$ cat config.mk
export PLATFORM = sky130hd
export DESIGN_NAME = uvvs_regs
export DESIGN_NICKNAME = d
export VERILOG_FILES = /design/src/rtl/underwater_vehicle_velocity_step_assert.svh /design/src/rtl/uvvs_pkg.sv /design/src/rtl/uvvs_regs.sv
export SDC_FILE = /design/constraint.sdc
export NUM_CORES = 1
export LEC_CHECK = 0
export ABC_AREA = 1
export BUFFER_PORTS_ARGS = -buffer_cell sky130_fd_sc_hd__buf_2
export CAP_MARGIN = 10
export CORE_ASPECT_RATIO = 0.6
export CORE_MARGIN = 1
export CORE_UTILIZATION = 25
export CTS_CLUSTER_SIZE = 16
export DETAILED_ROUTE_END_ITERATION = 12
export PLACE_DENSITY = 0.48
export SLEW_MARGIN = 10
export SYNTH_ARGS = -nofsm -noshare
export SYNTH_HDL_FRONTEND = slang
export SYNTH_SLANG_ARGS = --single-unit
export TNS_END_PERCENT = 100
$ cat constraint.sdc
create_clock -name clk -period 5 [get_ports clk]
set_clock_uncertainty 0.2 [all_clocks]
set_input_delay 0.75 -clock clk [delete_from_list [all_inputs] [get_ports clk]]
set_output_delay 0.75 -clock clk [all_outputs]
set_load 0.05 [all_outputs]
$ cat src/rtl/underwater_vehicle_velocity_step_assert.svh
// ----------------------------------------------------------------------------
// Assertion macros for the velocity step block
// Concurrent checks that compile away when SYNTHESIS is defined.
// ----------------------------------------------------------------------------
`ifndef UNDERWATER_VEHICLE_VELOCITY_STEP_ASSERT_SVH
`define UNDERWATER_VEHICLE_VELOCITY_STEP_ASSERT_SVH
`ifndef SYNTHESIS
`define UVVS_ASSERT_SAME(name, ante, cons, msg) \
  name: assert property (@(posedge clk) disable iff (!rst_n) (ante) |-> (cons)) \
    else $error(msg);
`define UVVS_ASSERT_NEXT(name, ante, cons, msg) \
  name: assert property (@(posedge clk) disable iff (!rst_n) (ante) |=> (cons)) \
    else $error(msg);
`else
`define UVVS_ASSERT_SAME(name, ante, cons, msg)
`define UVVS_ASSERT_NEXT(name, ante, cons, msg)
`endif
`endif

$ cat src/rtl/uvvs_pkg.sv
// ----------------------------------------------------------------------------
// uvvs_pkg
// Shared types, constants and helpers of the velocity step block.
// ----------------------------------------------------------------------------
package uvvs_pkg;

  localparam int FRAC_BITS = 16;
  localparam int FWD_BITS  = 14;
  localparam int DT_BITS   = 16;

  localparam logic [30:0] RST_GRAVITY    = 31'd64225280;
  localparam logic [30:0] RST_BUOY_RATIO = 31'd65536;
  localparam logic [30:0] RST_TRANS_DEPTH = 31'd6553600;
  localparam logic [30:0] RST_DRAG       = 31'd0;
  localparam logic [30:0] RST_GAIN       = 31'd0;
  localparam logic [30:0] RST_TARGET     = 31'd0;
  localparam logic [30:0] RST_LIMIT      = 31'h7FFFFFFF;
  localparam logic [31:0] RST_WATER      = 32'd0;

  localparam logic [2:0] REG_GRAVITY     = 3'd0;
  localparam logic [2:0] REG_BUOY_RATIO  = 3'd1;
  localparam logic [2:0] REG_TRANS_DEPTH = 3'd2;
  localparam logic [2:0] REG_DRAG        = 3'd3;
  localparam logic [2:0] REG_GAIN        = 3'd4;
  localparam logic [2:0] REG_TARGET      = 3'd5;
  localparam logic [2:0] REG_LIMIT       = 3'd6;
  localparam logic [2:0] REG_WATER       = 3'd7;

  localparam logic OP_TICK = 1'b0;
  localparam logic OP_LOAD = 1'b1;

  typedef struct packed {
    logic               operation;
    logic signed [31:0] body_height;
    logic signed [15:0] fwd_x;
    logic signed [15:0] fwd_y;
    logic signed [15:0] fwd_z;
    logic [15:0]        time_step;
    logic signed [31:0] load_vel_x;
    logic signed [31:0] load_vel_y;
    logic signed [31:0] load_vel_z;
  } in_item_t;

  typedef struct packed {
    logic signed [31:0] out_vel_x;
    logic signed [31:0] out_vel_y;
    logic signed [31:0] out_vel_z;
    logic signed [31:0] depth;
    logic               above_surface;
  } out_item_t;

  typedef struct packed {
    logic [30:0] gravity;
    logic [30:0] buoyancy_ratio;
    logic [30:0] transition_depth;
    logic [30:0] drag_coeff;
    logic [30:0] thrust_gain;
    logic [30:0] target_speed;
    logic [30:0] speed_limit;
    logic [31:0] water_level;
  } cfg_t;

  typedef enum logic [4:0] {
    CMD_NOP,
    CMD_CAPTURE,
    CMD_MUL_DRAG,
    CMD_ACC_DRAG,
    CMD_MUL_RG,
    CMD_SAVE_RG,
    CMD_DIV_INIT_B,
    CMD_DIV_STEP,
    CMD_SET_F,
    CMD_MUL_BLO,
    CMD_SAVE_LO,
    CMD_MUL_BHI,
    CMD_ACC_BHI,
    CMD_MUL_DOT,
    CMD_ACC_DOT,
    CMD_ERR,
    CMD_MUL_ERR,
    CMD_SET_M,
    CMD_MUL_THR,
    CMD_ACC_THR,
    CMD_MUL_DTLO,
    CMD_MUL_DTHI,
    CMD_UPD_V,
    CMD_MUL_SQ,
    CMD_ACC_SQ,
    CMD_MUL_LIM,
    CMD_SQ_INIT,
    CMD_SQ_STEP,
    CMD_MUL_VL,
    CMD_DIV_INIT_L,
    CMD_SET_V,
    CMD_PUBLISH
  } cmd_op_t;

  typedef struct packed {
    cmd_op_t    op;
    logic [1:0] ax;
  } dp_cmd_t;

  typedef struct packed {
    logic is_load;
    logic above;
    logic gain_nz;
    logic err_pos;
    logic limit_hit;
  } dp_stat_t;

  function automatic logic [15:0] mag16(input logic [15:0] a);
    return a[15] ? (~a + 16'd1) : a;
  endfunction

  function automatic logic [31:0] mag32(input logic [31:0] a);
    return a[31] ? (~a + 32'd1) : a;
  endfunction

  function automatic logic [63:0] mag64(input logic [63:0] a);
    return a[63] ? (~a + 64'd1) : a;
  endfunction

  // add a magnitude with a sign, two's complement
  function automatic logic [63:0] signed_add(input logic [63:0] base,
                                             input logic [63:0] m,
                                             input logic neg);
    return neg ? (base - m) : (base + m);
  endfunction

  function automatic logic [31:0] sat32(input logic [63:0] v);
    logic [31:0] r;
    if (!v[63] && (v[62:31] != 32'd0)) begin
      r = 32'h7FFFFFFF;
    end else if (v[63] && (v[62:31] != 32'hFFFFFFFF)) begin
      r = 32'h80000000;
    end else begin
      r = v[31:0];
    end
    return r;
  endfunction

endpackage

$ cat src/rtl/uvvs_regs.sv
// ----------------------------------------------------------------------------
// uvvs_regs
// Configuration register file behind the APB-style port.
// ----------------------------------------------------------------------------
module uvvs_regs (
  input  logic          clk,
  input  logic          rst_n,
  input  logic          psel,
  input  logic          penable,
  input  logic          pwrite,
  input  logic [4:0]    paddr,
  input  logic [31:0]   pwdata,
  output logic [31:0]   prdata,
  output logic          pready,
  output uvvs_pkg::cfg_t cfg
);

  uvvs_pkg::cfg_t cfg_r;
  logic           wr_en;

  assign pready = 1'b1;
  assign wr_en  = psel && penable && pwrite;
  assign cfg    = cfg_r;

  always_ff @(posedge clk) begin
    if (!rst_n) begin
      cfg_r.gravity          <= uvvs_pkg::RST_GRAVITY;
      cfg_r.buoyancy_ratio   <= uvvs_pkg::RST_BUOY_RATIO;
      cfg_r.transition_depth <= uvvs_pkg::RST_TRANS_DEPTH;
      cfg_r.drag_coeff       <= uvvs_pkg::RST_DRAG;
      cfg_r.thrust_gain      <= uvvs_pkg::RST_GAIN;
      cfg_r.target_speed     <= uvvs_pkg::RST_TARGET;
      cfg_r.speed_limit      <= uvvs_pkg::RST_LIMIT;
      cfg_r.water_level      <= uvvs_pkg::RST_WATER;
    end else if (wr_en) begin
      case (paddr[4:2])
        uvvs_pkg::REG_GRAVITY:     cfg_r.gravity          <= pwdata[30:0];
        uvvs_pkg::REG_BUOY_RATIO:  cfg_r.buoyancy_ratio   <= pwdata[30:0];
        uvvs_pkg::REG_TRANS_DEPTH: cfg_r.transition_depth <= pwdata[30:0];
        uvvs_pkg::REG_DRAG:        cfg_r.drag_coeff       <= pwdata[30:0];
        uvvs_pkg::REG_GAIN:        cfg_r.thrust_gain      <= pwdata[30:0];
        uvvs_pkg::REG_TARGET:      cfg_r.target_speed     <= pwdata[30:0];
        uvvs_pkg::REG_LIMIT:       cfg_r.speed_limit      <= pwdata[30:0];
        uvvs_pkg::REG_WATER:       cfg_r.water_level      <= pwdata;
        default: ;
      endcase
    end
  end

  always_comb begin
    case (paddr[4:2])
      uvvs_pkg::REG_GRAVITY:     prdata = {1'b0, cfg_r.gravity};
      uvvs_pkg::REG_BUOY_RATIO:  prdata = {1'b0, cfg_r.buoyancy_ratio};
      uvvs_pkg::REG_TRANS_DEPTH: prdata = {1'b0, cfg_r.transition_depth};
      uvvs_pkg::REG_DRAG:        prdata = {1'b0, cfg_r.drag_coeff};
      uvvs_pkg::REG_GAIN:        prdata = {1'b0, cfg_r.thrust_gain};
      uvvs_pkg::REG_TARGET:      prdata = {1'b0, cfg_r.target_speed};
      uvvs_pkg::REG_LIMIT:       prdata = {1'b0, cfg_r.speed_limit};
      uvvs_pkg::REG_WATER:       prdata = cfg_r.water_level;
      default:                   prdata = 32'd0;
    endcase
  end

endmodule

Yosys cells after proc, flatten, opt, wreduce, memory -nomap -nowiden. Index checks and enable logic that the tools add are counted.

Reductions and logical operators: 11. Equal/unequal tests: 7. Muxes and demuxes: 1.

Operators by type and width (number): $pmux W32 S8 (1); $reduce_and A2 Y1 (8); $eq A3 B3 Y1 const B (4); $eq A3 B2 Y1 const B (2); $eq A3 B1 Y1 const B (1); $logic_not A3 Y1 (1); $logic_and A1 B1 Y1 (2).

Bits in registers: 249. Bits of input ports: 42.

Depth between registers and ports, before layout. Gate-level depths: netlist of the first run.

Word-level depth: 3. Gate-level depth with buffers: 8. Depth with buffers taken out: 6.

Worst setup path after synthesis of the first run. No wires, ideal clock.

Path kind: input -> output. Start point: in paddr[4]. End point: out prdata[22]. Path buffers: 3. Data required time: 4.050 ns. Data arrival time: 2.063 ns. Stages: 8. Path slack: 1.987 ns. Cell sequence: buf_2 -> inv_2 -> buf_2 -> buf_1 -> nand4_1 -> nand2_1 -> nor2_1 -> nand3_1.

Cells in the longest elaborated chain, start to end: 2. Elaborated cells on any way between the ends: 9. Classes of those cells: 7 x eq/ne; 1 x mux; 1 x reduce/logical.

Ends and longest elaborated chain: from (decl) (RTL line uvvs_regs.sv:11) `input logic [4:0] paddr,`; $eq A3 B3 Y1, or another cell as far along (RTL line uvvs_regs.sv:51) `case (paddr[4:2])`; $pmux W32 S8 (*) (RTL line uvvs_regs.sv:51); to (decl) (RTL line uvvs_regs.sv:13) `output logic [31:0] prdata,`.

Every way passes the cells marked *; elsewhere a longest branch is shown, timed or not.

Final worst setup path of the first run.
Start point: in paddr[2]. End point: out prdata[4].

The elaborated chain is that of the path after synthesis.

==> results.py, run 1 <==
metrics = {
    "routing": {
        "wl_per_cell_microns": 22.6,
        "wirelength_microns": 55000,
        "drc_errors": 0,
        "ant_nets": 0,
        "drt-vias-per-instance": 5.11,
        "dr.pass1.iters": 5,
        "routed-via-count": 12458,
        "drt_iter0_drc": 1313,
    },
    "power": {
        "pwr_density_cell_nw_per_um2": 328,
        "ir_drop_v": 0.000248,
        "leakagePower_uw": 0.00701,
    },
    "global_route": {
        "grt_pass1_vias": 11291,
        "grt_max_degree": 145,
        "antenna_found_initial": 0,
        "grt_first_pass_wirelength_microns": 79200,
        "grt-ovfl-total": 0,
        "track_usage_pct": 23.1,
    },
    "clocking": {
        "holdBufCountCts": 0,
        "clkTransAtPathRegs_ns": 0.06,
        "cts_setup_buffers": 0,
        "cts_root_buf": "clkbuf_16",
        "cts_tree": "yes",
        "cts.repair.resized": 0,
        "clock_latency_ns": 0.56,
        "cts_buffers": 29,
        "cts.sinks": 249,
        "h-tree-depth": 1,
        "clock_path_buffers": 3,
    },
    "placement": {
        "hpwl_microns": 36900,
        "place_area_sq_um": 13200,
        "io_buffers": 320,
        "place_congestion": 0.928,
    },
    "hold_path": {
        "hold_path.class": "in -> reg",
    },
    "timing": {
        "fmax_mhz": 259,
        "rsz0062_at_grt": "no",
        "final.setup.tns_ns": 0,
        "slew_violations": 0,
        "slew_headroom_pct": 22.2,
        "tightest_slew_ns": 1.16,
        "setup_violations": 0,
        "fin_crit_sh_pct": 77.3,
        "post-route-min-period_ns": 3.87,
        "finalHoldViolCount": 0,
    },
    "synth": {
        "syn_inst": 1636,
        "ys_ff_latch": 249,
        "synth_area_leaders": "dfxtp_1 44%, nor2_1 14%, o21ai_0 7.5%",
        "syn-cell-area_sq_um": 11200,
        "yosysTopAreaCellShare_pct": 44.3,
        "yosys.cell_types.count": 20,
        "ys_seq_area_share_pct": 44.3,
        "syn_nets": 1678,
        "synth_area_leader_cell": "dfxtp_1",
        "syn-mean-instance-area_sq_um": 6.87,
        "yosysWarnings": 0,
    },
    "floorplan": {
        "core_area_sq_um": 43800,
        "die_h_microns": 166,
        "dieArea_sq_um": 45900,
        "num_rows": 59,
        "die_x_microns": 276,
        "io_pins": 324,
        "initial_core_util_pct": 25.6,
    },
    "status": {
        "status": "completed",
    },
    "cells_and_area": {
        "antennaDiodeCount": 0,
        "fin_nets": 1883,
        "largest_reg_flops": 249,
        "final_core_util_pct": 32.1,
        "drive_gt1_share_pct": 21.9,
        "area_growth_pct": 25.2,
        "final_cell_area_sq_um": 14100,
    },
    "setup_path": {
        "cp.arrival_ns": 2.92,
        "crit_type": "in -> out",
        "start_kind": "input pin",
        "critPathMaxFanout": 49,
        "end_kind": "output port",
        "required_ns": 4.05,
    },
    "run": {
        "maxCapViolCount": 0,
    },
}
## cell usage in the layout (no fill, tap or decap), types with 6 or more instances in the layout
master / instances
nand3_1: 76
clkbuf_8: 8
clkbuf_16: 29
inv_1: 36
clkbuf_1: 9
nand2_1: 205
buf_2: 312
nor2_2: 6
o211ai_1: 31
dfxtp_1: 249
buf_12: 9
o21ai_0: 168
nand4_1: 128
o21ai_1: 40
buf_4: 27
nor2_1: 417
nor3_1: 93
## kinds of logic (layout without fill, tap and decap cells)
family	Yosys count	after routing	synth area share [%]
simple gates	932	932	36.2
buf+inv	215	439	8.12
other cells	1	1	0.0333
compound gates	239	239	11.3
flops	249	249	44.3
## power by group
part / internal [uW] / total [uW] / switching, uW
clock network: 1180 / 2060 / 888
logic: 92.8 / 522 / 429
registers: 2010 / 2030 / 19.5
## layout make-up
class | instances | area, sq um
well taps | 579 | 724
repair buffers | 349 | 1960
multi-input cells | 1172 | 5380
inverters | 40 | 150
clock inverters | 4 | 20.0
fillers | 4755 | 29800
flip-flops and latches | 249 | 4980
clock buffers | 46 | 870
## metrics by stage
step	total power, uW	instances	worst slack [ns]	hold slack [ns]
5_1_grt	4770	2439	1.00	0.265
2_1_floorplan	2400	1636	1.99	0.501
6_report	4610	2439	1.13	0.222
3_5_place_dp	2590	2389	1.20	0.272
3_3_place_gp	2590	2389	1.17	0.264
4_1_cts	4650	2439	1.20	0.205
## worst paths after layout
| kind | startpoint | cells past startpoint | slack, ns | end |
|---|---|---|---|---|
| setup / recovery | paddr[2] | 8 | 1.13 | prdata[4] |
| hold / removal | pwdata[31] | 3 | 0.22 | cfg[31]$_SDFFE_PN0P_ |
| hold reg to reg | cfg[241]$_SDFFE_PN1P_ | 2 | 0.28 | cfg[241]$_SDFFE_PN1P_ |
| setup reg to reg | cfg[129]$_SDFFE_PN0P_ | 2 | 4.09 | cfg[129]$_SDFFE_PN0P_ |
## layer usage
| layer | up-vias | routed length [microns] | track usage [%] |
|---|---|---|---|
| met3 | 59 | 5030 | 5.34 |
| met1 | 5942 | 26900 | 35.6 |
| met4 | 0 | 1250 | 5.57 |
| met5 | - | 0 | 0 |
| met2 | 575 | 21800 | 31.5 |
| li1 | 5882 | - | - |
## synth_stat cells
master,number
nor2_2,2
clkbuf_1,81
o211ai_1,31
conb_1,1
o21ai_0,168
nand3_1,77
nand2_1,205
nor2_4,3
buf_1,19
o21ai_1,40
nor2_1,422
clkbuf_2,29
buf_4,5
nand4_1,128
nand3_2,2
inv_1,36
buf_2,41
nor3_1,93
dfxtp_1,249
inv_2,4
## critical path: stages
cell	delay, ns
buf_4	0.54
inv_2	0.08
nand3_1	0.15
buf_4	0.44
nor2_1	0.08
nor2_1	0.36
nand3_1	0.17
buf_2	0.24
No activity file was read; power rests on OpenSTA's default activity.
==> run 2, diff against run 1 <==
- ABC_AREA: 1 -> 0
- PLACE_DENSITY: 0.48 -> 0.5
- clock period: 5 -> 3.44 ns (I/O delays scaled with it)
==> results.py, run 2 <==
metrics = {
    "status": {
        "status": "completed",
    },
    "floorplan": {
        "initial_core_util_pct": 25.4,
        "die_x_microns": 278,
        "core_area_sq_um": 45000,
        "die_h_microns": 168,
        "num_rows": 60,
        "dieArea_sq_um": 46600,
        "io_pins": 324,
    },
    "setup_path": {
        "critPathMaxFanout": 26,
        "timing.critical_path.from": "paddr[3]",
        "end_kind": "output port",
        "r2r-start": "cfg[142]$_SDFFE_PN0P_",
        "crit_type": "in -> out",
        "reg2reg_setup_slack_ns": 2.49,
        "reg2reg_to": "cfg[142]$_SDFFE_PN0P_",
        "cp.arrival_ns": 2.46,
        "start_kind": "input pin",
        "worst_r2r_path_depth": 2,
        "required_ns": 2.72,
    },
    "routing": {
        "drt-vias-per-instance": 4.97,
        "ant_nets": 0,
        "drt_iter0_drc": 1085,
        "dr.pass1.iters": 6,
        "drc_errors": 0,
        "wirelength_microns": 50600,
        "routed-via-count": 11354,
        "wl_per_cell_microns": 22.1,
    },
    "hold_path": {
        "min_path_cells": 3,
        "hold_end": "cfg[94]$_SDFFE_PN0P_",
        "hold_path.class": "in -> reg",
        "min_from": "pwdata[0]",
    },
    "clocking": {
        "cts.sinks": 249,
        "cts_root_buf": "clkbuf_16",
        "cts_setup_buffers": 0,
        "h-tree-depth": 1,
        "cts.repair.resized": 0,
        "holdBufCountCts": 1,
        "cts_buffers": 27,
        "cts_tree": "yes",
        "clock_latency_ns": 0.57,
        "clock_path_buffers": 3,
        "clkTransAtPathRegs_ns": 0.07,
    },
    "cells_and_area": {
        "fin_nets": 1722,
        "layout_common_cells": "500 x nand2_1, 314 x buf_2, 249 x dfxtp_1, 117 x a21boi_0, 91 x a21boi_1",
        "fin_cells": 2286,
        "area_growth_pct": 27.0,
        "final_common_cell": "nand2_1",
        "drive_gt1_share_pct": 26.8,
        "fill_cells": 4763,
        "largest_reg_flops": 249,
        "antennaDiodeCount": 0,
    },
    "placement": {
        "post-place-ws_ns": 0.235,
        "hpwl_microns": 33300,
        "io_buffers": 320,
        "dp_cells": 2239,
        "place_congestion": 0.812,
    },
    "power": {
        "ir_drop_v": 0.000234,
        "pwr_density_cell_nw_per_um2": 452,
        "leakagePower_uw": 0.00610,
    },
    "global_route": {
        "antenna_found_initial": 0,
        "grt-ovfl-total": 0,
        "track_usage_pct": 21.0,
        "grt_pass1_vias": 10311,
        "grt_max_degree": 98,
        "grt_first_pass_wirelength_microns": 72600,
    },
    "timing": {
        "finalHoldViolCount": 0,
        "tightest_slew_ns": 1.13,
        "post-route-min-period_ns": 3.18,
        "fin_crit_sh_pct": 92.4,
        "slew_violations": 0,
        "layout_setup_ws_ns": 0.262,
        "slew_headroom_pct": 24.9,
        "fmax_mhz": 315,
        "rsz0062_at_grt": "no",
        "final.setup.tns_ns": 0,
        "setup_violations": 0,
    },
    "synth": {
        "synth_area_leader_cell": "dfxtp_1",
        "syn-mean-instance-area_sq_um": 7.99,
        "yosysMostFrequentCell": "nand2_1",
        "ys_seq_area_share_pct": 43.6,
        "synth_edf_count": 0,
        "synth-main-ff-cell": "dfxtp_1",
        "syn-cell-area_sq_um": 11400,
        "yosysWarnings": 0,
        "yosysTopAreaCellShare_pct": 43.6,
        "syn_inst": 1431,
        "ys_top_cells_by_count": "500 x nand2_1, 249 x dfxtp_1, 117 x a21boi_0",
        "yosys.cell_types.count": 35,
        "async_reset_ff_share_pct": 0,
        "ys_ff_latch": 249,
        "synth_area_leaders": "dfxtp_1 44%, nand2_1 16%, a21boi_0 7.7%",
        "syn_nets": 1473,
    },
    "run": {
        "maxCapViolCount": 0,
    },
}
-- run 2: changes by cell type after synthesis, sizes merged, moves of 56 or more --
cell and delta:
a21boi +208, nor2 -362, clkbuf -56, nand2 +295, nand4 -127, o21ai -208
nor3 -91
-- run 2: final cells by class --
cell class / count / area, sq um / area share (%)
clock inverters: 10 / 98.8 / 0.681
repair buffers: 370 / 2190 / 15.1
inverters: 27 / 101 / 0.698
well taps: 589 / 737 / 5.07
multi-input cells: 1005 / 5660 / 38.9
clock buffers: 36 / 759 / 5.23
flip-flops and latches: 249 / 4980 / 34.3
-- run 2: worst max-delay path: stages --
cell and delay [ns]:
buf_4 0.44, nor2b_4 0.31, buf_12 0.21, a22o_1 0.34
a221oi_1 0.14, nor2_1 0.16, buf_2 0.28
-- run 2: power breakdown --
part / switching, uW / leakage [uW] / internal (uW)
registers: 20.4 / 0.00201 / 2910
logic: 518 / 0.00367 / 204
clock network: 1290 / 0.000421 / 1630
total: 1830 / 0.00610 / 4740
-- run 2: metal layers --
metal	global-route usage, %	routed length (microns)	vias to the layer above
li1	-	-	5260
met1	29.9	23300	5538
met2	32.1	22000	499
met3	4.42	4150	57
met4	4.83	1100	0
met5	0	0	-
-- run 2: worst max path at each step --
stage / slack, ns / endpoint / depth (start not counted)
finish: 0.26 / prdata[21] / 7
global route: 0.17 / prdata[6] / 8
CTS: 0.24 / prdata[10] / 7
detailed placement: 0.23 / prdata[10] / 7
global placement: 0.25 / prdata[10] / 7
floorplan: 0.55 / prdata[13] / 7
-- run 2: cell families after synthesis --
logic type / count (synthesis) / share of synthesized area, %
DFF: 249 / 43.6
muxes: 57 / 5.23
other: 1 / 0.0328
and+or+nand+nor: 630 / 22.1
AOI/OAI and AO/OA: 317 / 21.4
buffers and inverters: 177 / 7.58
-- run 2: metrics by stage --
stage / utilization [%] / power [uW] / instance area [sq um] / hold WS [ns]
after global placement: 30.4 / 3710 / 13700 / 0.253
after detailed placement: 30.4 / 3710 / 13700 / 0.257
final: 32.3 / 6570 / 14500 / 0.0612
after floorplan: - / 3480 / 11400 / 0.461
after CTS: 32.3 / 6670 / 14500 / 0.000112
after global routing: 32.3 / 6820 / 14500 / 0.0425
==> run 3, diff against run 2 <==
- CORE_ASPECT_RATIO: 0.6 -> 0.5
- CTS_BUF_LIST: default -> sky130_fd_sc_hd__clkbuf_4 sky130_fd_sc_hd__clkbuf_8
- TNS_END_PERCENT: 100 -> 50
==> results.py, run 3 (synthesis results as in run 2) <==
metrics = {
    "status": {
        "status": "completed",
    },
    "setup_path": {
        "worst_r2r_path_depth": 2,
        "cpLargestDelayFamily": "simple AND/OR/NAND/NOR gates",
        "cp.arrival_ns": 2.47,
        "critPathMaxFanout": 12,
        "cp_slowest_cell": "nor2_2",
        "start_kind": "input pin",
        "required_ns": 2.72,
        "reg2reg_setup_slack_ns": 2.50,
        "end_kind": "output port",
        "path_common_cell": "buf_4",
        "cp_num_cells": 7,
        "critPathBufInv": 3,
        "crit_type": "in -> out",
        "r2r-start": "cfg[200]$_SDFFE_PN0P_",
        "crit_path_max_incr_delay_ns": 0.70,
        "cp_cell_sequence": "buf_4 > nand2b_4 > nor2_2 > buf_4 > a221oi_1 > nor2_1 > buf_2",
        "reg2reg_to": "cfg[200]$_SDFFE_PN0P_",
    },
    "power": {
        "ir_drop_v": 0.000221,
        "power_uw": 6430,
        "leakagePower_uw": 0.00609,
        "pwr_density_cell_nw_per_um2": 446,
    },
    "global_route": {
        "grt_first_pass_wirelength_microns": 69900,
        "track_usage_pct": 19.8,
        "grt-ovfl-total": 0,
        "grt_max_degree": 92,
        "antenna_found_initial": 5,
        "grt_pass1_vias": 10197,
    },
    "clocking": {
        "cts_tree": "yes",
        "clock_path_buffers": 3,
        "clock_latency_ns": 0.55,
        "clkTransAtPathRegs_ns": 0.06,
        "h-tree-depth": 2,
        "cts.sinks": 249,
        "cts_buffers": 44,
        "cts_root_buf": "clkbuf_8",
        "cts.repair.resized": 0,
    },
    "cells_and_area": {
        "drive_gt1_share_pct": 27.9,
        "regArea_sq_um": 4980,
        "final_common_cell": "nand2_1",
        "area_growth_pct": 26.1,
        "layout_common_cells": "500 x nand2_1, 316 x buf_2, 249 x dfxtp_1, 117 x a21boi_0, 91 x a21boi_1",
        "fill_cells": 4781,
        "largest_reg_flops": 249,
        "fin_cells": 2311,
        "multiInputGateArea_sq_um": 5650,
        "fin_nets": 1734,
    },
    "placement": {
        "hpwl_microns": 32100,
        "post-place-ws_ns": 0.288,
        "place_congestion": 0.852,
        "dp_cells": 2233,
        "io_buffers": 320,
    },
    "routing": {
        "wirelength_microns": 47500,
        "dr.pass1.iters": 8,
        "drc_errors": 0,
        "wl_per_cell_microns": 20.6,
        "ant_nets": 0,
        "routed-via-count": 10867,
        "drt-vias-per-instance": 4.70,
        "drt_iter0_drc": 762,
    },
    "timing": {
        "layout_setup_ws_ns": 0.257,
        "post-route-min-period_ns": 3.18,
        "rsz0062_at_grt": "no",
        "slew_violations": 0,
        "slew_headroom_pct": 28.0,
        "finalHoldViolCount": 0,
        "setup_violations": 0,
        "final.setup.tns_ns": 0,
        "fin_crit_sh_pct": 92.5,
        "fmax_mhz": 314,
        "tightest_slew_ns": 1.08,
    },
    "floorplan": {
        "io_pins": 324,
        "dieArea_sq_um": 46700,
        "num_rows": 54,
        "core_area_sq_um": 44300,
        "initial_core_util_pct": 25.8,
        "die_h_microns": 153,
        "die_x_microns": 305,
    },
    "hold_path": {
        "hold_end": "cfg[7]$_SDFFE_PN0P_",
        "min_from": "pwdata[7]",
        "hold_path.class": "in -> reg",
        "min_path_cells": 3,
    },
    "run": {
        "maxCapViolCount": 0,
    },
}
-- run 3: power by group --
part	internal, uW	leakage, uW	switching, uW	total, uW
sequential	2910	0.00201	19.6	2930
combinational	192	0.00361	499	690
clock	1560	0.000467	1250	2810
-- run 3: per-stage QoR --
stage / utilization (%) / hold slack (ns) / cell area (sq um)
CTS: 32.5 / 0.0306 / 14400
detailed placement: 30.5 / 0.257 / 13500
global placement: 30.5 / 0.256 / 13500
finish: 32.5 / 0.0696 / 14400
global route: 32.5 / 0.0506 / 14400
floorplan: - / 0.461 / 11400
-- run 3: final cells by class --
cell class	count	area share (%)
antenna	4	0.0694
sequential	249	34.6
clock buffer	70	5.94
tap	588	5.10
clock inverter	3	0.121
inverter	27	0.703
multi-input combinational	1005	39.2
timing repair buffer	365	14.3
-- run 3: timing repair --
action / in CTS / in global routing
buffers inserted: 0 / 0
endpoints found under the hold margin: 1 / 0
hold buffers: 1 / 0
-- run 3: worst register-to-register path, stage by stage, from the launching register on --
cell	delay (ns)
dfxtp_1	0.36
nand2_1	0.06
a21boi_0	0.23
-- run 3: worst max-delay path by stage --
stage,from,end,slack [ns]
2_1_floorplan,paddr[2],prdata[13],0.55
3_3_place_gp,paddr[4],prdata[2],0.28
3_5_place_dp,paddr[4],prdata[2],0.29
4_1_cts,paddr[4],prdata[2],0.26
5_1_grt,paddr[4],prdata[2],0.22
6_report,paddr[4],prdata[2],0.26
-- run 3: layer usage --
| metal | up-vias | wire, microns | track usage, % |
|---|---|---|---|
| li1 | 5279 | - | - |
| met1 | 5255 | 20500 | 24.8 |
| met2 | 256 | 23400 | 33.8 |
| met3 | 75 | 2220 | 3.49 |
| met4 | 2 | 1390 | 7.31 |
| met5 | - | 8 | 0 |
