**config.mk**
```make
export PLATFORM = sky130hd
export DESIGN_NAME = uvvs_ctrl
export DESIGN_NICKNAME = d
export VERILOG_FILES = /design/src/rtl/uvvs_pkg.sv /design/src/rtl/uvvs_ctrl.sv
export VERILOG_INCLUDE_DIRS = /design/src /design/src/rtl
export SDC_FILE = /design/constraint.sdc
export NUM_CORES = 1
export LEC_CHECK = 0
export ABC_AREA = 1
export BUFFER_PORTS_ARGS = -buffer_cell sky130_fd_sc_hd__buf_2
export CORE_MARGIN = 10
export CORE_UTILIZATION = 55
export CTS_CLUSTER_SIZE = 25
export DETAILED_ROUTE_END_ITERATION = 10
export MAX_ROUTING_LAYER = met4
export PLACE_DENSITY = 0.76
export SYNTH_ARGS = -nofsm -noshare
export SYNTH_HDL_FRONTEND = slang
export SYNTH_SLANG_ARGS = --single-unit
export TNS_END_PERCENT = 1
```
**constraint.sdc**
```tcl
create_clock -name clk -period 2.5 [get_ports clk]
set_input_delay 0.25 -clock clk [delete_from_list [all_inputs] [get_ports clk]]
set_output_delay 0.25 -clock clk [all_outputs]
set_load 0.02 [all_outputs]
```
**src/rtl/underwater_vehicle_velocity_step_assert.svh**
```systemverilog
// ----------------------------------------------------------------------------
// Assertion macros for the velocity step block
// Concurrent checks that compile away when SYNTHESIS is defined.
// ----------------------------------------------------------------------------
`ifndef UNDERWATER_VEHICLE_VELOCITY_STEP_ASSERT_SVH
`define UNDERWATER_VEHICLE_VELOCITY_STEP_ASSERT_SVH
`ifndef SYNTHESIS
`define UVVS_ASSERT_SAME(name, ante, cons, msg) \
  name: assert property (@(posedge clk) disable iff (!rst_n) (ante) |-> (cons)) \
    else $error(msg);
`define UVVS_ASSERT_NEXT(name, ante, cons, msg) \
  name: assert property (@(posedge clk) disable iff (!rst_n) (ante) |=> (cons)) \
    else $error(msg);
`else
`define UVVS_ASSERT_SAME(name, ante, cons, msg)
`define UVVS_ASSERT_NEXT(name, ante, cons, msg)
`endif
`endif

```
**src/rtl/uvvs_pkg.sv**
```systemverilog
// ----------------------------------------------------------------------------
// uvvs_pkg
// Shared types, constants and helpers of the velocity step block.
// ----------------------------------------------------------------------------
package uvvs_pkg;

  localparam int FRAC_BITS = 16;
  localparam int FWD_BITS  = 14;
  localparam int DT_BITS   = 16;

  localparam logic [30:0] RST_GRAVITY    = 31'd64225280;
  localparam logic [30:0] RST_BUOY_RATIO = 31'd65536;
  localparam logic [30:0] RST_TRANS_DEPTH = 31'd6553600;
  localparam logic [30:0] RST_DRAG       = 31'd0;
  localparam logic [30:0] RST_GAIN       = 31'd0;
  localparam logic [30:0] RST_TARGET     = 31'd0;
  localparam logic [30:0] RST_LIMIT      = 31'h7FFFFFFF;
  localparam logic [31:0] RST_WATER      = 32'd0;

  localparam logic [2:0] REG_GRAVITY     = 3'd0;
  localparam logic [2:0] REG_BUOY_RATIO  = 3'd1;
  localparam logic [2:0] REG_TRANS_DEPTH = 3'd2;
  localparam logic [2:0] REG_DRAG        = 3'd3;
  localparam logic [2:0] REG_GAIN        = 3'd4;
  localparam logic [2:0] REG_TARGET      = 3'd5;
  localparam logic [2:0] REG_LIMIT       = 3'd6;
  localparam logic [2:0] REG_WATER       = 3'd7;

  localparam logic OP_TICK = 1'b0;
  localparam logic OP_LOAD = 1'b1;

  typedef struct packed {
    logic               operation;
    logic signed [31:0] body_height;
    logic signed [15:0] fwd_x;
    logic signed [15:0] fwd_y;
    logic signed [15:0] fwd_z;
    logic [15:0]        time_step;
    logic signed [31:0] load_vel_x;
    logic signed [31:0] load_vel_y;
    logic signed [31:0] load_vel_z;
  } in_item_t;

  typedef struct packed {
    logic signed [31:0] out_vel_x;
    logic signed [31:0] out_vel_y;
    logic signed [31:0] out_vel_z;
    logic signed [31:0] depth;
    logic               above_surface;
  } out_item_t;

  typedef struct packed {
    logic [30:0] gravity;
    logic [30:0] buoyancy_ratio;
    logic [30:0] transition_depth;
    logic [30:0] drag_coeff;
    logic [30:0] thrust_gain;
    logic [30:0] target_speed;
    logic [30:0] speed_limit;
    logic [31:0] water_level;
  } cfg_t;

  typedef enum logic [4:0] {
    CMD_NOP,
    CMD_CAPTURE,
    CMD_MUL_DRAG,
    CMD_ACC_DRAG,
    CMD_MUL_RG,
    CMD_SAVE_RG,
    CMD_DIV_INIT_B,
    CMD_DIV_STEP,
    CMD_SET_F,
    CMD_MUL_BLO,
    CMD_SAVE_LO,
    CMD_MUL_BHI,
    CMD_ACC_BHI,
    CMD_MUL_DOT,
    CMD_ACC_DOT,
    CMD_ERR,
    CMD_MUL_ERR,
    CMD_SET_M,
    CMD_MUL_THR,
    CMD_ACC_THR,
    CMD_MUL_DTLO,
    CMD_MUL_DTHI,
    CMD_UPD_V,
    CMD_MUL_SQ,
    CMD_ACC_SQ,
    CMD_MUL_LIM,
    CMD_SQ_INIT,
    CMD_SQ_STEP,
    CMD_MUL_VL,
    CMD_DIV_INIT_L,
    CMD_SET_V,
    CMD_PUBLISH
  } cmd_op_t;

  typedef struct packed {
    cmd_op_t    op;
    logic [1:0] ax;
  } dp_cmd_t;

  typedef struct packed {
    logic is_load;
    logic above;
    logic gain_nz;
    logic err_pos;
    logic limit_hit;
  } dp_stat_t;

  function automatic logic [15:0] mag16(input logic [15:0] a);
    return a[15] ? (~a + 16'd1) : a;
  endfunction

  function automatic logic [31:0] mag32(input logic [31:0] a);
    return a[31] ? (~a + 32'd1) : a;
  endfunction

  function automatic logic [63:0] mag64(input logic [63:0] a);
    return a[63] ? (~a + 64'd1) : a;
  endfunction

  // add a magnitude with a sign, two's complement
  function automatic logic [63:0] signed_add(input logic [63:0] base,
                                             input logic [63:0] m,
                                             input logic neg);
    return neg ? (base - m) : (base + m);
  endfunction

  function automatic logic [31:0] sat32(input logic [63:0] v);
    logic [31:0] r;
    if (!v[63] && (v[62:31] != 32'd0)) begin
      r = 32'h7FFFFFFF;
    end else if (v[63] && (v[62:31] != 32'hFFFFFFFF)) begin
      r = 32'h80000000;
    end else begin
      r = v[31:0];
    end
    return r;
  endfunction

endpackage

```
**src/rtl/uvvs_ctrl.sv**
```systemverilog
// ----------------------------------------------------------------------------
// uvvs_ctrl
// Sequencer: walks the datapath through one load or tick item and owns the
// channel handshakes.
// ----------------------------------------------------------------------------
module uvvs_ctrl (
  input  logic                clk,
  input  logic                rst_n,
  input  logic                in_valid,
  output logic                in_stall,
  output logic                out_valid,
  input  logic                out_stall,
  input  uvvs_pkg::dp_stat_t  stat,
  output uvvs_pkg::dp_cmd_t   cmd
);

  typedef enum logic [15:0] {
    S_IDLE  = 16'h0001,
    S_DISP  = 16'h0002,
    S_DRAG  = 16'h0004,
    S_BUOY  = 16'h0008,
    S_DIV   = 16'h0010,
    S_BLEND = 16'h0020,
    S_DOT   = 16'h0040,
    S_ERR   = 16'h0080,
    S_THRA  = 16'h0100,
    S_INT   = 16'h0200,
    S_SQ    = 16'h0400,
    S_CMP   = 16'h0800,
    S_SQRT  = 16'h1000,
    S_LIMV  = 16'h2000,
    S_LIMW  = 16'h4000,
    S_FIN   = 16'h8000
  } state_t;

  state_t      state_r, state_nxt;
  logic [5:0]  cnt_r, cnt_nxt;
  logic [1:0]  ax_r, ax_nxt;
  logic        lim_r, lim_nxt;
  logic        out_valid_r, out_valid_nxt;
  state_t      after_buoy;

  assign in_stall  = state_r != S_IDLE;
  assign out_valid = out_valid_r;
  assign after_buoy = stat.gain_nz ? S_DOT : S_INT;

  always_comb begin
    state_nxt = state_r;
    cnt_nxt   = cnt_r + 6'd1;
    ax_nxt    = ax_r;
    lim_nxt   = lim_r;
    cmd.op    = uvvs_pkg::CMD_NOP;
    cmd.ax    = 2'd0;
    out_valid_nxt = out_valid_r && out_stall;
    case (state_r)
      S_IDLE: begin
        cnt_nxt = 6'd0;
        if (in_valid) begin
          cmd.op    = uvvs_pkg::CMD_CAPTURE;
          lim_nxt   = 1'b0;
          state_nxt = S_DISP;
        end
      end
      S_DISP: begin
        cnt_nxt   = 6'd0;
        state_nxt = stat.is_load ? S_FIN : S_DRAG;
      end
      S_DRAG: begin
        cmd.ax = cnt_r[2:1];
        cmd.op = cnt_r[0] ? uvvs_pkg::CMD_ACC_DRAG : uvvs_pkg::CMD_MUL_DRAG;
        if (cnt_r == 6'd5) begin
          cnt_nxt   = 6'd0;
          state_nxt = stat.above ? after_buoy : S_BUOY;
        end
      end
      S_BUOY: begin
        case (cnt_r[1:0])
          2'd0:    cmd.op = uvvs_pkg::CMD_MUL_RG;
          2'd1:    cmd.op = uvvs_pkg::CMD_SAVE_RG;
          default: begin
            cmd.op    = uvvs_pkg::CMD_DIV_INIT_B;
            cnt_nxt   = 6'd0;
            state_nxt = S_DIV;
          end
        endcase
      end
      S_DIV: begin
        cmd.op = uvvs_pkg::CMD_DIV_STEP;
        if (cnt_r == 6'd63) begin
          cnt_nxt   = 6'd0;
          state_nxt = lim_r ? S_LIMW : S_BLEND;
        end
      end
      S_BLEND: begin
        case (cnt_r[2:0])
          3'd0:    cmd.op = uvvs_pkg::CMD_SET_F;
          3'd1:    cmd.op = uvvs_pkg::CMD_MUL_BLO;
          3'd2:    cmd.op = uvvs_pkg::CMD_SAVE_LO;
          3'd3:    cmd.op = uvvs_pkg::CMD_MUL_BHI;
          default: begin
            cmd.op    = uvvs_pkg::CMD_ACC_BHI;
            cnt_nxt   = 6'd0;
            state_nxt = after_buoy;
          end
        endcase
      end
      S_DOT: begin
        cmd.ax = cnt_r[2:1];
        cmd.op = cnt_r[0] ? uvvs_pkg::CMD_ACC_DOT : uvvs_pkg::CMD_MUL_DOT;
        if (cnt_r == 6'd5) begin
          cnt_nxt   = 6'd0;
          state_nxt = S_ERR;
        end
      end
      S_ERR: begin
        case (cnt_r[1:0])
          2'd0: cmd.op = uvvs_pkg::CMD_ERR;
          2'd1: begin
            if (stat.err_pos) begin
              cmd.op = uvvs_pkg::CMD_MUL_ERR;
            end else begin
              cnt_nxt   = 6'd0;
              state_nxt = S_INT;
            end
          end
          default: begin
            cmd.op    = uvvs_pkg::CMD_SET_M;
            cnt_nxt   = 6'd0;
            state_nxt = S_THRA;
          end
        endcase
      end
      S_THRA: begin
        cmd.ax = cnt_r[2:1];
        cmd.op = cnt_r[0] ? uvvs_pkg::CMD_ACC_THR : uvvs_pkg::CMD_MUL_THR;
        if (cnt_r == 6'd5) begin
          cnt_nxt   = 6'd0;
          state_nxt = S_INT;
        end
      end
      S_INT: begin
        cmd.ax = cnt_r[3:2];
        case (cnt_r[1:0])
          2'd0:    cmd.op = uvvs_pkg::CMD_MUL_DTLO;
          2'd1:    cmd.op = uvvs_pkg::CMD_SAVE_LO;
          2'd2:    cmd.op = uvvs_pkg::CMD_MUL_DTHI;
          default: cmd.op = uvvs_pkg::CMD_UPD_V;
        endcase
        if (cnt_r == 6'd11) begin
          cnt_nxt   = 6'd0;
          state_nxt = S_SQ;
        end
      end
      S_SQ: begin
        cmd.ax = cnt_r[2:1];
        cmd.op = cnt_r[0] ? uvvs_pkg::CMD_ACC_SQ : uvvs_pkg::CMD_MUL_SQ;
        if (cnt_r == 6'd5) begin
          cnt_nxt   = 6'd0;
          state_nxt = S_CMP;
        end
      end
      S_CMP: begin
        if (cnt_r[0] == 1'b0) begin
          cmd.op = uvvs_pkg::CMD_MUL_LIM;
        end else begin
          cnt_nxt = 6'd0;
          if (stat.limit_hit) begin
            cmd.op    = uvvs_pkg::CMD_SQ_INIT;
            lim_nxt   = 1'b1;
            ax_nxt    = 2'd0;
            state_nxt = S_SQRT;
          end else begin
            state_nxt = S_FIN;
          end
        end
      end
      S_SQRT: begin
        cmd.op = uvvs_pkg::CMD_SQ_STEP;
        if (cnt_r == 6'd31) begin
          cnt_nxt   = 6'd0;
          state_nxt = S_LIMV;
        end
      end
      S_LIMV: begin
        cmd.ax = ax_r;
        if (cnt_r[0] == 1'b0) begin
          cmd.op = uvvs_pkg::CMD_MUL_VL;
        end else begin
          cmd.op    = uvvs_pkg::CMD_DIV_INIT_L;
          cnt_nxt   = 6'd0;
          state_nxt = S_DIV;
        end
      end
      S_LIMW: begin
        cmd.ax  = ax_r;
        cmd.op  = uvvs_pkg::CMD_SET_V;
        cnt_nxt = 6'd0;
        if (ax_r == 2'd2) begin
          state_nxt = S_FIN;
        end else begin
          ax_nxt    = ax_r + 2'd1;
          state_nxt = S_LIMV;
        end
      end
      S_FIN: begin
        cnt_nxt = 6'd0;
        // hold until the result register is free
        if (!out_valid_r || !out_stall) begin
          cmd.op        = uvvs_pkg::CMD_PUBLISH;
          out_valid_nxt = 1'b1;
          state_nxt     = S_IDLE;
        end
      end
      default: begin
        cnt_nxt   = 6'd0;
        state_nxt = S_IDLE;
      end
    endcase
  end

  always_ff @(posedge clk) begin
    if (!rst_n) begin
      state_r     <= S_IDLE;
      cnt_r       <= 6'd0;
      ax_r        <= 2'd0;
      lim_r       <= 1'b0;
      out_valid_r <= 1'b0;
    end else begin
      state_r     <= state_nxt;
      cnt_r       <= cnt_nxt;
      ax_r        <= ax_nxt;
      lim_r       <= lim_nxt;
      out_valid_r <= out_valid_nxt;
    end
  end

`include "underwater_vehicle_velocity_step_assert.svh"

  `UVVS_ASSERT_NEXT(a_publish_sets_valid, (state_r == S_FIN) && !out_valid_r, out_valid_r, "publish lost")
  `UVVS_ASSERT_NEXT(a_accept_to_disp, (state_r == S_IDLE) && in_valid, state_r == S_DISP, "capture skipped")
  `UVVS_ASSERT_SAME(a_sqrt_count, state_r == S_SQRT, cnt_r < 6'd32, "sqrt overrun")
  `UVVS_ASSERT_SAME(a_limw_axis, state_r == S_LIMW, lim_r && (ax_r != 2'd3), "bad limit axis")

endmodule

```
# ---- Yosys cells after proc, flatten, opt, wreduce, memory -nomap -nowiden
# Cells that the tools add are included.
dict set report op_classes {
  shift 0
  mul 0
  n_reduce_logical 16
  mux 58
  n_lt_le_gt_ge 0
  n_div 0
  n_eq_ne 44
  bitwise_logic 0
  addsub 2
}
# operator n
set ops {}
lappend ops {{$mux 16} 17}
lappend ops {{$pmux 16 s16} 1}
lappend ops {{$pmux 5 s15} 1}
lappend ops {{$mux 6} 8}
lappend ops {{$pmux 6 s8} 1}
lappend ops {{$ne 2x2->1 const B} 16}
lappend ops {{$pmux 16 s2} 1}
lappend ops {{$mux 10} 2}
lappend ops {{$mux 5} 4}
lappend ops {{$eq 16x1->1 const B} 1}
lappend ops {{$eq 16x10->1 const B} 1}
lappend ops {{$eq 16x11->1 const B} 1}
lappend ops {{$eq 16x12->1 const B} 1}
lappend ops {{$eq 16x13->1 const B} 1}
lappend ops {{$eq 16x14->1 const B} 1}
lappend ops {{$eq 16x15->1 const B} 1}
lappend ops {{$eq 16x16->1 const B} 1}
lappend ops {{$eq 16x2->1 const B} 1}
lappend ops {{$eq 16x3->1 const B} 1}
lappend ops {{$eq 16x4->1 const B} 1}
lappend ops {{$eq 16x5->1 const B} 1}
lappend ops {{$eq 16x6->1 const B} 1}
lappend ops {{$eq 16x7->1 const B} 1}
lappend ops {{$eq 16x8->1 const B} 1}
lappend ops {{other kinds (34)} 54}
dict set report word_totals {
  mem_bits_ro 0
  output_inout_bits 9
  mem_bits_rw 0
  in_bits 9
  register_bits 26
  n_memories 0
  word_cells 125
  latch_bits 0
}

# ---- Depth between registers and ports, before layout
# Gate-level depths: netlist of run 1.
dict set report logic_depth {
  ltp_word 4
  mapped_depth 14
  mapped_depth_nobuf 12
}

# ---- Worst setup path after synthesis of run 1
# Ideal clock, no wire load.
dict set report synth_path {
  kind {register to output}
  startpoint {register cnt_r[0]}
  endpoint {output port cmd[4] (netlist name)}
  t_arrival_ns 2.098
  slack_ns 0.152
  n_path_buf 2
  path_stages_with_launch 10
  cell_sequence {dfxtp_1 > buf_2 > inv_1 > clkbuf_1 > ha_1 > nor2_2 > o21ai_2 > clkinv_1 > a211oi_1 > nand3_1}
}
# item line
set synth_lines {}
lappend synth_lines {{start, declared} uvvs_ctrl.sv:37} ;# logic [5:0] cnt_r, cnt_nxt;
lappend synth_lines {{start signal, assigned} uvvs_ctrl.sv:230} ;# cnt_r <= cnt_nxt;
lappend synth_lines {{end, declared} uvvs_ctrl.sv:14} ;# output uvvs_pkg::dp_cmd_t cmd

==> results by group, run 1 <==
Clock tree
  – Total CTS buffers: 3
  – Clock slew at reported path FFs: 90 ps
  – CTS tree: done
  – CTS root buf: clkbuf_8
  – # clock sinks: 26
  – Clock buffer depth: 2
  – Worst-Skew Late Latency: 280 ps
  – H-tree depth: 1
  – Hold-fix buffers at CTS: 0

Synthesis
  – Post-synthesis cell area: 2620 um2
  – Synthesized-area fraction occupied by and/or/nand/nor cells: 50.1%
  – Top cells by area, synth: dfxtp_1 (20%), nand2_1 (12%), nor2_1 (10%)
  – Post-synthesis mux area share: 0%
  – Synth top area share: approximately a fifth
  – Most used flip-flop cell after synthesis: dfxtp_1
  – Synth Area in Compound Gates: between 10 and 15%
  – Post-Synth Adder-Cell Area: 4.78%
  – Post-Synth XOR/XNOR Area: 0%
  – Largest family of logic cells by synthesized area: simple AND/OR/NAND/NOR gates
  – Syn nets: 461
  – Seq/Total Area, Yosys: between 10% and 20%
  – Post-synth EDFFs: 0
  – Mean post-synth cell area: 5.93 um2
  – Mapped Cells: 442
  – Synthesized flop and latch total: 26
  – FFs w/ async S/R, synth: 0%
  – Yosys top cell by area: dfxtp_1
  – YS warnings: 0
  – Netlist cell types: 39

Setup path
  – WP data arrival: roughly 2100 ps
  – Crit path kind: register to output pin
  – Worst-path fanout max: 6
  – Worst Setup Start Kind: register
  – Critical path endpoint category: output pin
  – CP required: about 2300 ps
  – Worst reg-to-reg setup slack: ~220 ps

Worst hold path
  – Hold Crit Class: primary input to register

Routing
  – Post-route antenna net violation count: 0
  – Post-route DRC: 0
  – WL/cell: between 15 and 20 um
  – Via count: approximately 3200
  – DR pass1 iterations: 5
  – Routed WL: between 9000 and 10000 um
  – Mean number of vias per cell: between 6 and 7
  – Drt initial violations: around 270

Finish
  – Share of cells above drive strength 1: roughly 17%
  – Final net count: between 400 and 500
  – Area Growth Syn to Fin: 10.9%
  – Final core utilization: between 60 and 70%
  – # diodes: 0

Power
  – Sw Share: approximately half
  – Worst vdd ir: about 0.31 mV
  – PD cells: approximately 720 nW/um2
  – Internal Dissipation: 999 uW
  – Gate power share: a little over three fifths
  – Leak pwr: between 0.001 and 0.0015 uW
  – Sequential share of power: 24.5%
  – Sw power: around 1100 uW
  – Clock power share: 12.2%

STA
  – Slew HR: between 50% and 60%
  – Setup violations, final: 0
  – Total negative setup slack: 0 ps
  – Tightest Pin Transition: 669 ps
  – Setup Skew: between 6 and 7 ps
  – Final hold viol count: 0
  – RSZ-0062 raised after global routing: true
  – Fin. max-slew vios: 0
  – Achievable frequency: approximately 0.42 GHz
  – Period Utilization, post-route: a little over nine tenths
  – Tmin final: roughly 2400 ps

Global route
  – Initial antenna violation count: 0
  – First-pass GRT wire length: 14400 um
  – Global route total overflow: 0
  – Global Route Usage Sum: a little under a quarter
  – Largest net degree at the start of global routing: 18
  – Vias in the first global route: around 2900

Floorplan
  – I/O Pins: 18
  – Num rows: 25
  – Starting Density: between 50% and 60%
  – Die W: between 80 and 90 um
  – DIE AREA: between 7000 and 8000 um2
  – Die extent in y: just under 90 um
  – Core Footprint: around 4700 um2

Placed design
  – Placed wire-length estimate: 7050 um
  – GP Congestion: ~1
  – IO buf count: 17

Run status
  – Status: finished clean

Job
  – Max-cap viol count: 0
## cells by family (layout without fill, tap and decap cells)
logic type | count (synthesis) | after routing
fa+ha+maj | 10 | 10
compound gates | 63 | 63
flops | 26 | 26
buf+inv | 69 | 96
simple gates | 274 | 275
## area by class of cell
type                    instances  area [um2]
well taps                      54        67.6
clock buffers                   3        41.3
flip-flops and latches         26         522
fillers                       465        1760
repair buffers                 33         205
inverters                      60         231
multi-input cells             348        1840
## critical path, stage by stage (launching register included)
cell and delay (ps):
dfxtp_1 430, ha_1 270, ha_1 210, a21oi_2 60, o21ai_4 90, clkinv_1 160, a211oi_1 310, nand3_1 140
buf_2 190
## worst paths after layout
path | start | end | cells after the start
worst max-delay path | cnt_r[0] | cmd[4] | 8
worst min-delay path | out_stall | out_valid | 3
worst max register to register | cnt_r[0] | state_r[11] | 12
worst min register to register | ax_r[1] | ax_r[1] | 2
## synth_stat cells, types with 3 or more instances
master    number
dfxtp_1       26
o21ai_0       22
clkinv_1       3
inv_1         54
nand2_1       85
nor2_1        72
o211ai_1       5
nand2_2        9
nor3_1        18
buf_6          4
nor2_2         8
nand4_1        9
nand3_2        3
nand3_1       53
ha_1          10
a21oi_1       21
## what timing repair did
item                                    in CTS  in global routing
setup buffers                                0                  6
cloned                                       0                  1
pin swaps                                    0                  2
gates resized for setup                      1                  8
endpoints found under the setup margin       1                  8
## metal layers
layer	share of wire (%)	vias up	track usage (%)
met5	0	-	-
met2	49	193	41.0
li1	-	1518	-
met1	38	1428	27.4
met3	8.9	38	1.91
met4	4.2	0	11.0
## state kept, by name, summed over array words and instances (netlist names)
| register | cells |
|---|---|
| out_valid | 1 |
| lim_r | 1 |
| cnt_r | 6 |
| ax_r | 2 |
| state_r | 16 |
## placed cells by master (no fill, tap or decap), drive strengths merged
cell type | netlist | routed
nor3b | 2 | 2
o21ai | 25 | 25
ha | 10 | 10
a31oi | 2 | 2
nand3b | 2 | 2
buf | 7 | 33
nand3 | 56 | 56
nor4 | 1 | 1
a211oi | 2 | 2
o211ai | 5 | 5
nand4 | 11 | 11
o2111ai | 2 | 2
dfxtp | 26 | 26
clkinvlp | 0 | 1
or2 | 3 | 3
nand2 | 96 | 96
clkinv | 3 | 3
o22ai | 2 | 2
o221ai | 2 | 2
nor3 | 19 | 19
nor2 | 84 | 85
clkbuf | 2 | 3
inv | 57 | 56
a21oi | 23 | 23
## stage by stage
step | power [uW] | hold slack [ps] | worst slack [ps] | area, um2 | instances
6_report | 2080 | 253 | 107 | 2910 | 524
2_1_floorplan | 1420 | 425 | 152 | 2620 | 442
4_1_cts | 1930 | 256 | 88.3 | 2820 | 517
5_1_grt | 2230 | 276 | -16.1 | 2910 | 524
3_5_place_dp | 1690 | 496 | 208 | 2780 | 514
3_3_place_gp | 1680 | 477 | 283 | 2780 | 514
## power by group through the flow
stage	clock [uW]	sequential, uW	combinational, uW
6_report	254	509	1320
5_1_grt	270	516	1440
4_1_cts	250	507	1170
3_5_place_dp	0	517	1170
3_3_place_gp	0	515	1160
2_1_floorplan	0	506	912
(Power assumes the default switching activity.)
==> run 2, diff against run 1 <==
--- a/config.mk
+++ b/config.mk
@@ -7,13 +7,14 @@
 export NUM_CORES = 1
 export LEC_CHECK = 0
 export ABC_AREA = 1
-export BUFFER_PORTS_ARGS = -buffer_cell sky130_fd_sc_hd__buf_2
 export CORE_MARGIN = 10
-export CORE_UTILIZATION = 55
+export CORE_UTILIZATION = 58
 export CTS_CLUSTER_SIZE = 25
 export DETAILED_ROUTE_END_ITERATION = 10
+export DONT_BUFFER_PORTS = 1
 export MAX_ROUTING_LAYER = met4
 export PLACE_DENSITY = 0.76
+export SKIP_LAST_GASP = 1
 export SYNTH_ARGS = -nofsm -noshare
 export SYNTH_HDL_FRONTEND = slang
 export SYNTH_SLANG_ARGS = --single-unit
==> run 2 against run 1 <==
Critical path depth shrank 1. Critical endpoint is now cmd[1]. Clock-buffer cell count grew 1. Setup slack lost 27 ps. Design area shrank 5.2%. Highest routed layer unchanged. Die area shrank 4.0%. Global-route usage shrank 0.85 points. Clock skew is essentially flat. Routed wire length shrank 6.9%. Worst hold slack lost 190 ps. Clock power grew 14%.
==> results by group, run 2 (synthesis results as in run 1) <==
Finish
  – Area Growth Syn to Fin: 5.16% (was 10.9%)
  – Top reg by flops: state_r (unchanged)
  – # diodes: 0 (unchanged)
  – Largest registers: state_r: 16 flops, cnt_r: 6 flops, ax_r: 2 flops (unchanged)
  – # fillers: 460 (was 465)
  – Most frequent cells in the layout: nand2_1 (85), nor2_1 (72), inv_1 (53) (was nand2_1 (85), nor2_1 (70), nand3_1 (53), inv_1 (53), dfxtp_1 (25))
  – Most common cell after layout, fill and taps aside: nand2_1 (unchanged)
  – Share of cells above drive strength 1: 12.1% (was 17.0%)
  – Largest register FFs: 16 (unchanged)
  – Final core utilization: 63.3% (was 62.3%)
  – Final net count: 467 (was 491)

Job
  – Max-cap viol count: 0 (unchanged)

STA
  – Final hold viol count: 0 (unchanged)
  – Slew HR: 57.6% (was 55.3%)
  – RSZ-0062 raised after global routing: true (unchanged)
  – Achievable frequency: 0.413 GHz (was 0.418 GHz)
  – Fin. max-slew vios: 0 (unchanged)
  – Tmin final: 2420 ps (was 2390 ps)
  – WHS: 61.2 ps (was 253 ps)
  – Setup Skew: 6.66 ps (was 6.78 ps)
  – Tightest Pin Transition: 635 ps (was 669 ps)
  – Period Utilization, post-route: 96.8% (was 95.7%)
  – Setup slack after layout: 80.5 ps (was 107 ps)
  – Setup violations, final: 0 (unchanged)
  – Total negative setup slack: 0 ps (unchanged)

Global route
  – First-pass GRT wire length: 13600 um (was 14400 um)
  – Global route total overflow: 0 (unchanged)
  – Global Route Usage Sum: 22.9% (was 23.8%)
  – Vias in the first global route: 2800 (was 2946)
  – Largest net degree at the start of global routing: 18 (unchanged)
  – Initial antenna violation count: 0 (unchanged)

Routing
  – WL/cell: 17.1 um (was 17.5 um)
  – Mean number of vias per cell: 5.94 (was 6.06)
  – Post-route antenna net violation count: 0 (unchanged)
  – Drt initial violations: 302 (was 265)
  – Via count: 2964 (was 3177)
  – Routed WL: 8530 um (was 9170 um)
  – Post-route DRC: 0 (unchanged)
  – DR pass1 iterations: 6 (was 5)

Floorplan
  – I/O Pins: 18 (unchanged)
  – Starting Density: 60.2% (was 56.2%)
  – Core Footprint: 4350 um2 (was 4660 um2)
  – DIE AREA: 7610 um2 (was 7920 um2)
  – Die extent in y: 87.2 um (was 89.0 um)
  – Die W: 87.2 um (was 89.0 um)
  – Num rows: 24 (was 25)

Power
  – Worst vdd ir: 0.349 mV (was 0.306 mV)
  – PD cells: 693 nW/um2 (was 716 nW/um2)
  – Leak pwr: 0.00139 uW (was 0.00149 uW)

Clock tree
  – Clock slew at reported path FFs: 100 ps (was 90 ps)
  – Worst-Skew Late Latency: 270 ps (was 280 ps)
  – # clock sinks: 26 (unchanged)
  – Postcts setup bufs: 0 (unchanged)
  – Clock buffer depth: 2 (unchanged)
  – CTS tree: done (unchanged)
  – H-tree depth: 1 (unchanged)
  – CTS root buf: clkbuf_8 (unchanged)
  – Hold-fix buffers at CTS: 0 (unchanged)
  – Total CTS buffers: 3 (unchanged)

Run status
  – Status: finished clean (unchanged)

Setup path
  – Critical path endpoint category: output pin (unchanged)
  – WP data arrival: 2170 ps (was 2140 ps)
  – Worst-path fanout max: 8 (was 6)
  – Crit. Startpoint: state_r[12] (was cnt_r[0])
  – CP max stage cell: dfxtp_1 (unchanged)
  – Crit path kind: register to output pin (unchanged)
  – CP required: 2250 ps (about the same)
  – Launch point of the worst reg-to-reg path: cnt_r[0] (unchanged)
  – Worst Setup Start Kind: register (unchanged)
  – Crit-path cells: nor2_1, nand2_2, nor2_1, nand2_1, nand4_2, nand2_1, o211ai_1 (was ha_1, ha_1, a21oi_2, o21ai_4, clkinv_1, a211oi_1, nand3_1, buf_2)
  – Slowest stage delay, CP: 360 ps (was 430 ps)

Worst hold path
  – Hold path start: rst_n (was out_stall)
  – Hold Crit Class: primary input to register (unchanged)

Placed design
  – IO buf count: 0 (was 17)
  – Placed wire-length estimate: 6690 um (was 7050 um)
  – GP Congestion: 0.981 (was 0.997)
  – Dpl ws: 260 ps (was 208 ps)
==> run 2: cell count changes in the layout (fill, tap and decap cells not counted), sizes merged <==
cell,change
clkbuf,+1
nor2,-1
buf,-23
==> run 2: final timing paths <==
kind | to | slack (ps) | cells past startpoint
max | cmd[1] | 80 | 7
min reg2reg | ax_r[1] | 500 | 2
min | state_r[0] | 60 | 1
max reg2reg | state_r[5] | 230 | 13
==> run 2: area by class of cell <==
class                      count  area [um2]  share of cell area, %
clock buffer                   4        55.1                   2.00
tap                           52        65.1                   2.36
multi-input combinational    347        1810                   65.6
inverter                      60         231                   8.40
timing repair buffer          10        75.1                   2.72
sequential                    26         522                   18.9
==> run 2: layer usage <==
layer	vias up	global-route usage (%)	part of all wire [%]
li1	1472	-	-
met1	1298	26.5	40
met2	147	38.4	47
met3	47	3.65	8.0
met4	0	9.28	5.1
met5	-	-	0
==> run 2: worst max-delay path: cells and delay by family (launching register included) <==
family / cells / cell delay, ps
and+or+nand+nor: 6 / 1270
DFF: 1 / 360
AOI/OAI and AO/OA: 1 / 260
==> run 2: timing repair <==
action,4_1_cts,5_1_grt
setup endpoints to repair,0,9
gates resized for setup,0,3
hold endpoints to repair,0,0
==> run 2: per-stage QoR <==
step / cell area, um2 / instances / power (uW)
after global routing: 2760 / 499 / 2040
after floorplan: 2620 / 442 / 1420
after detailed placement: 2690 / 495 / 1610
after CTS: 2750 / 499 / 1890
final: 2760 / 499 / 1910
after global placement: 2690 / 495 / 1600
==> run 2: where the power goes <==
part / switching (uW) / internal, uW / total, uW
Clock: 148 / 141 / 289
Sequential: 44.8 / 463 / 508
Combinational: 796 / 319 / 1110
==> run 3, diff against run 2 <==
--- a/config.mk
+++ b/config.mk
@@ -7,11 +7,11 @@
 export NUM_CORES = 1
 export LEC_CHECK = 0
 export ABC_AREA = 1
+export BUFFER_PORTS_ARGS = -buffer_cell sky130_fd_sc_hd__buf_2
 export CORE_MARGIN = 10
-export CORE_UTILIZATION = 58
+export CORE_UTILIZATION = 55
 export CTS_CLUSTER_SIZE = 25
 export DETAILED_ROUTE_END_ITERATION = 10
-export DONT_BUFFER_PORTS = 1
 export MAX_ROUTING_LAYER = met4
 export PLACE_DENSITY = 0.76
 export SKIP_LAST_GASP = 1
==> run 3 against run 2 <==
Via count up 6.3%. Largest cell class unchanged. Clock skew decreased by 2.9 ps. Clock power decreased by 12%. Total power increased by 8.4%. Critical path depth is 1 higher. Core utilization decreased by 1.1 points. Sequential power barely moved. Highest routed layer unchanged.
==> results by group, run 3 (synthesis results as in run 1) <==
Power
  – Gate power share: 63.2% (was 58.3%)
  – Worst vdd ir: 0.305 mV (was 0.349 mV)
  – Sw Share: 51.9% (was 51.7%)
  – Power after layout: 2070 uW (was 1910 uW)
  – Internal Dissipation: 997 uW (was 923 uW)
  – Leak pwr: 0.00149 uW (was 0.00139 uW)
  – PD cells: 715 nW/um2 (was 693 nW/um2)
  – Sequential share of power: 24.6% (was 26.6%)
  – Clock power share: 12.3% (was 15.1%)
  – Sw power: 1070 uW (was 988 uW)

Setup path
  – WP data arrival: 2160 ps (was 2170 ps)
  – Crit-path cells: inv_1, ha_1, buf_4, inv_1, o221ai_1, nor3_1, nand2_1, buf_2 (was nor2_1, nand2_2, nor2_1, nand2_1, nand4_2, nand2_1, o211ai_1)
  – CP max stage cell: dfxtp_2 (was dfxtp_1)
  – Worst Setup Start Kind: register (unchanged)
  – Reg2reg path depth: 12 (was 13)
  – Critical path endpoint category: output pin (unchanged)
  – CP required: 2250 ps (about the same)
  – Worst-path fanout max: 8 (unchanged)
  – RR Endpoint: state_r[11] (was state_r[5])
  – Worst reg-to-reg setup slack: 160 ps (was 230 ps)
  – Launch point of the worst reg-to-reg path: cnt_r[0] (unchanged)
  – Crit path kind: register to output pin (unchanged)
  – Slowest stage delay, CP: 420 ps (was 360 ps)
  – CP most frequent cell: inv_1

STA
  – RSZ-0062 raised after global routing: true (unchanged)
  – Tightest Pin Transition: 654 ps (was 635 ps)
  – WHS: 252 ps (was 61.2 ps)
  – Tmin final: 2410 ps (was 2420 ps)
  – Setup Skew: 3.73 ps (was 6.66 ps)
  – Period Utilization, post-route: 96.5% (was 96.8%)
  – Slew HR: 56.4% (was 57.6%)
  – Final hold viol count: 0 (unchanged)
  – Achievable frequency: 0.415 GHz (was 0.413 GHz)
  – Setup violations, final: 0 (unchanged)
  – Fin. max-slew vios: 0 (unchanged)

Floorplan
  – Die extent in y: 89.0 um (was 87.2 um)
  – I/O Pins: 18 (unchanged)
  – Starting Density: 56.2% (was 60.2%)
  – Num rows: 25 (was 24)
  – Die W: 89.0 um (was 87.2 um)
  – DIE AREA: 7920 um2 (was 7610 um2)
  – Core Footprint: 4660 um2 (was 4350 um2)

Routing
  – Drt initial violations: 277 (was 302)
  – Mean number of vias per cell: 6.01 (was 5.94)
  – Via count: 3150 (was 2964)
  – WL/cell: 17.4 um (was 17.1 um)
  – DR pass1 iterations: 5 (was 6)
  – Post-route antenna net violation count: 0 (unchanged)
  – Routed WL: 9130 um (was 8530 um)
  – Post-route DRC: 0 (unchanged)

Clock tree
  – Total CTS buffers: 3 (unchanged)
  – Clock buffer depth: 2 (unchanged)
  – H-tree depth: 1 (unchanged)
  – CTS root buf: clkbuf_8 (unchanged)
  – CTS tree: done (unchanged)
  – Clock slew at reported path FFs: 100 ps (about the same)
  – # clock sinks: 26 (unchanged)
  – Hold-fix buffers at CTS: 0 (unchanged)
  – Worst-Skew Late Latency: 280 ps (was 270 ps)

Finish
  – Most common cell after layout, fill and taps aside: nand2_1 (unchanged)
  – Top reg by flops: state_r (unchanged)
  – # fillers: 465 (was 460)
  – Fin cells: 524 (was 499)
  – Final net count: 491 (was 467)
  – Area Growth Syn to Fin: 10.6% (was 5.16%)
  – Multi-input logic area: 1830 um2 (was 1810 um2)
  – Largest registers: state_r: 16 flops, cnt_r: 6 flops, ax_r: 2 flops (unchanged)
  – # diodes: 0 (unchanged)
  – Most frequent cells in the layout: nand2_1 (85), nor2_1 (71), inv_1 (54) (was nand2_1 (85), nor2_1 (72), inv_1 (53))
  – Register area: 522 um2 (unchanged)
  – Largest register FFs: 16 (unchanged)
  – Share of cells above drive strength 1: 16.4% (was 12.1%)
  – Final core utilization: 62.1% (was 63.3%)

Worst hold path
  – Hold Crit Class: primary input to register (unchanged)
  – Hold Path End: out_valid (was state_r[0])
  – Hold path start: out_stall (was rst_n)
  – Hold depth: 3 (was 1)

Global route
  – Largest net degree at the start of global routing: 18 (unchanged)
  – Global Route Usage Sum: 23.8% (was 22.9%)
  – First-pass GRT wire length: 14400 um (was 13600 um)
  – Global route total overflow: 0 (unchanged)
  – Initial antenna violation count: 0 (unchanged)
  – Vias in the first global route: 2946 (was 2800)

Job
  – Max-cap viol count: 0 (unchanged)

Placed design
  – Placed wire-length estimate: 7050 um (was 6690 um)
  – DP Cell Count: 514 (was 495)
  – IO buf count: 17 (was 0)
  – GP Congestion: 0.997 (was 0.981)

Run status
  – Status: finished clean (unchanged)
-- run 3: what timing repair did --
item | CTS | global route
setup endpoints to repair | 1 | 8
cloned | 0 | 1
setup buffers | 0 | 6
pin swaps | 0 | 2
resized for setup | 1 | 5
-- run 3: worst max path at each step --
stage	start	to	slack (ps)	cells after the start
final	cnt_r[1]	cmd[2]	90	8
after global routing	cnt_r[0]	cmd[4]	-40	8
after CTS	state_r[12]	cmd[5]	90	8
after detailed placement	cnt_r[1]	state_r[10]	210	12
after global placement	cnt_r[1]	state_r[8]	280	13
after floorplan	cnt_r[0]	cmd[4]	150	9
-- run 3: layer usage --
metal	wire length [um]	part of all wire, %	global-route usage [%]
met4	369	4.0	11.0
met5	0	0	-
met2	4480	49	41.0
met3	642	7.0	1.91
met1	3640	40	27.4
-- run 3: power groups by stage --
stage | logic, uW | registers, uW | clock network, uW
final | 1310 | 509 | 254
after global placement | 1160 | 515 | 0
after global routing | 1430 | 516 | 270
after floorplan | 912 | 506 | 0
after detailed placement | 1170 | 517 | 0
after CTS | 1170 | 507 | 250
-- run 3: cell type report --
type / instances / area share [%]
tap: 54 / 2.33
timing repair buffer: 33 / 7.08
multi-input combinational: 348 / 63.3
clock buffer: 3 / 1.43
inverter: 60 / 7.86
sequential: 26 / 18.0
-- run 3: stage by stage --
| step | setup slack [ps] | TNS, ps | cell area [um2] |
|---|---|---|---|
| CTS | 88.3 | 0 | 2820 |
| global route | -37.4 | -113 | 2900 |
| global placement | 283 | 0 | 2780 |
| finish | 88.3 | 0 | 2900 |
| floorplan | 152 | 0 | 2620 |
| detailed placement | 208 | 0 | 2780 |
-- run 3: worst max-delay path: cells and delay by family, from the launching register on --
family / cells / cell delay (ps)
buffers and inverters: 4 / 700
and+or+nand+nor: 2 / 340
adders and majority gates: 1 / 240
AOI/OAI and AO/OA: 1 / 180
DFF: 1 / 420
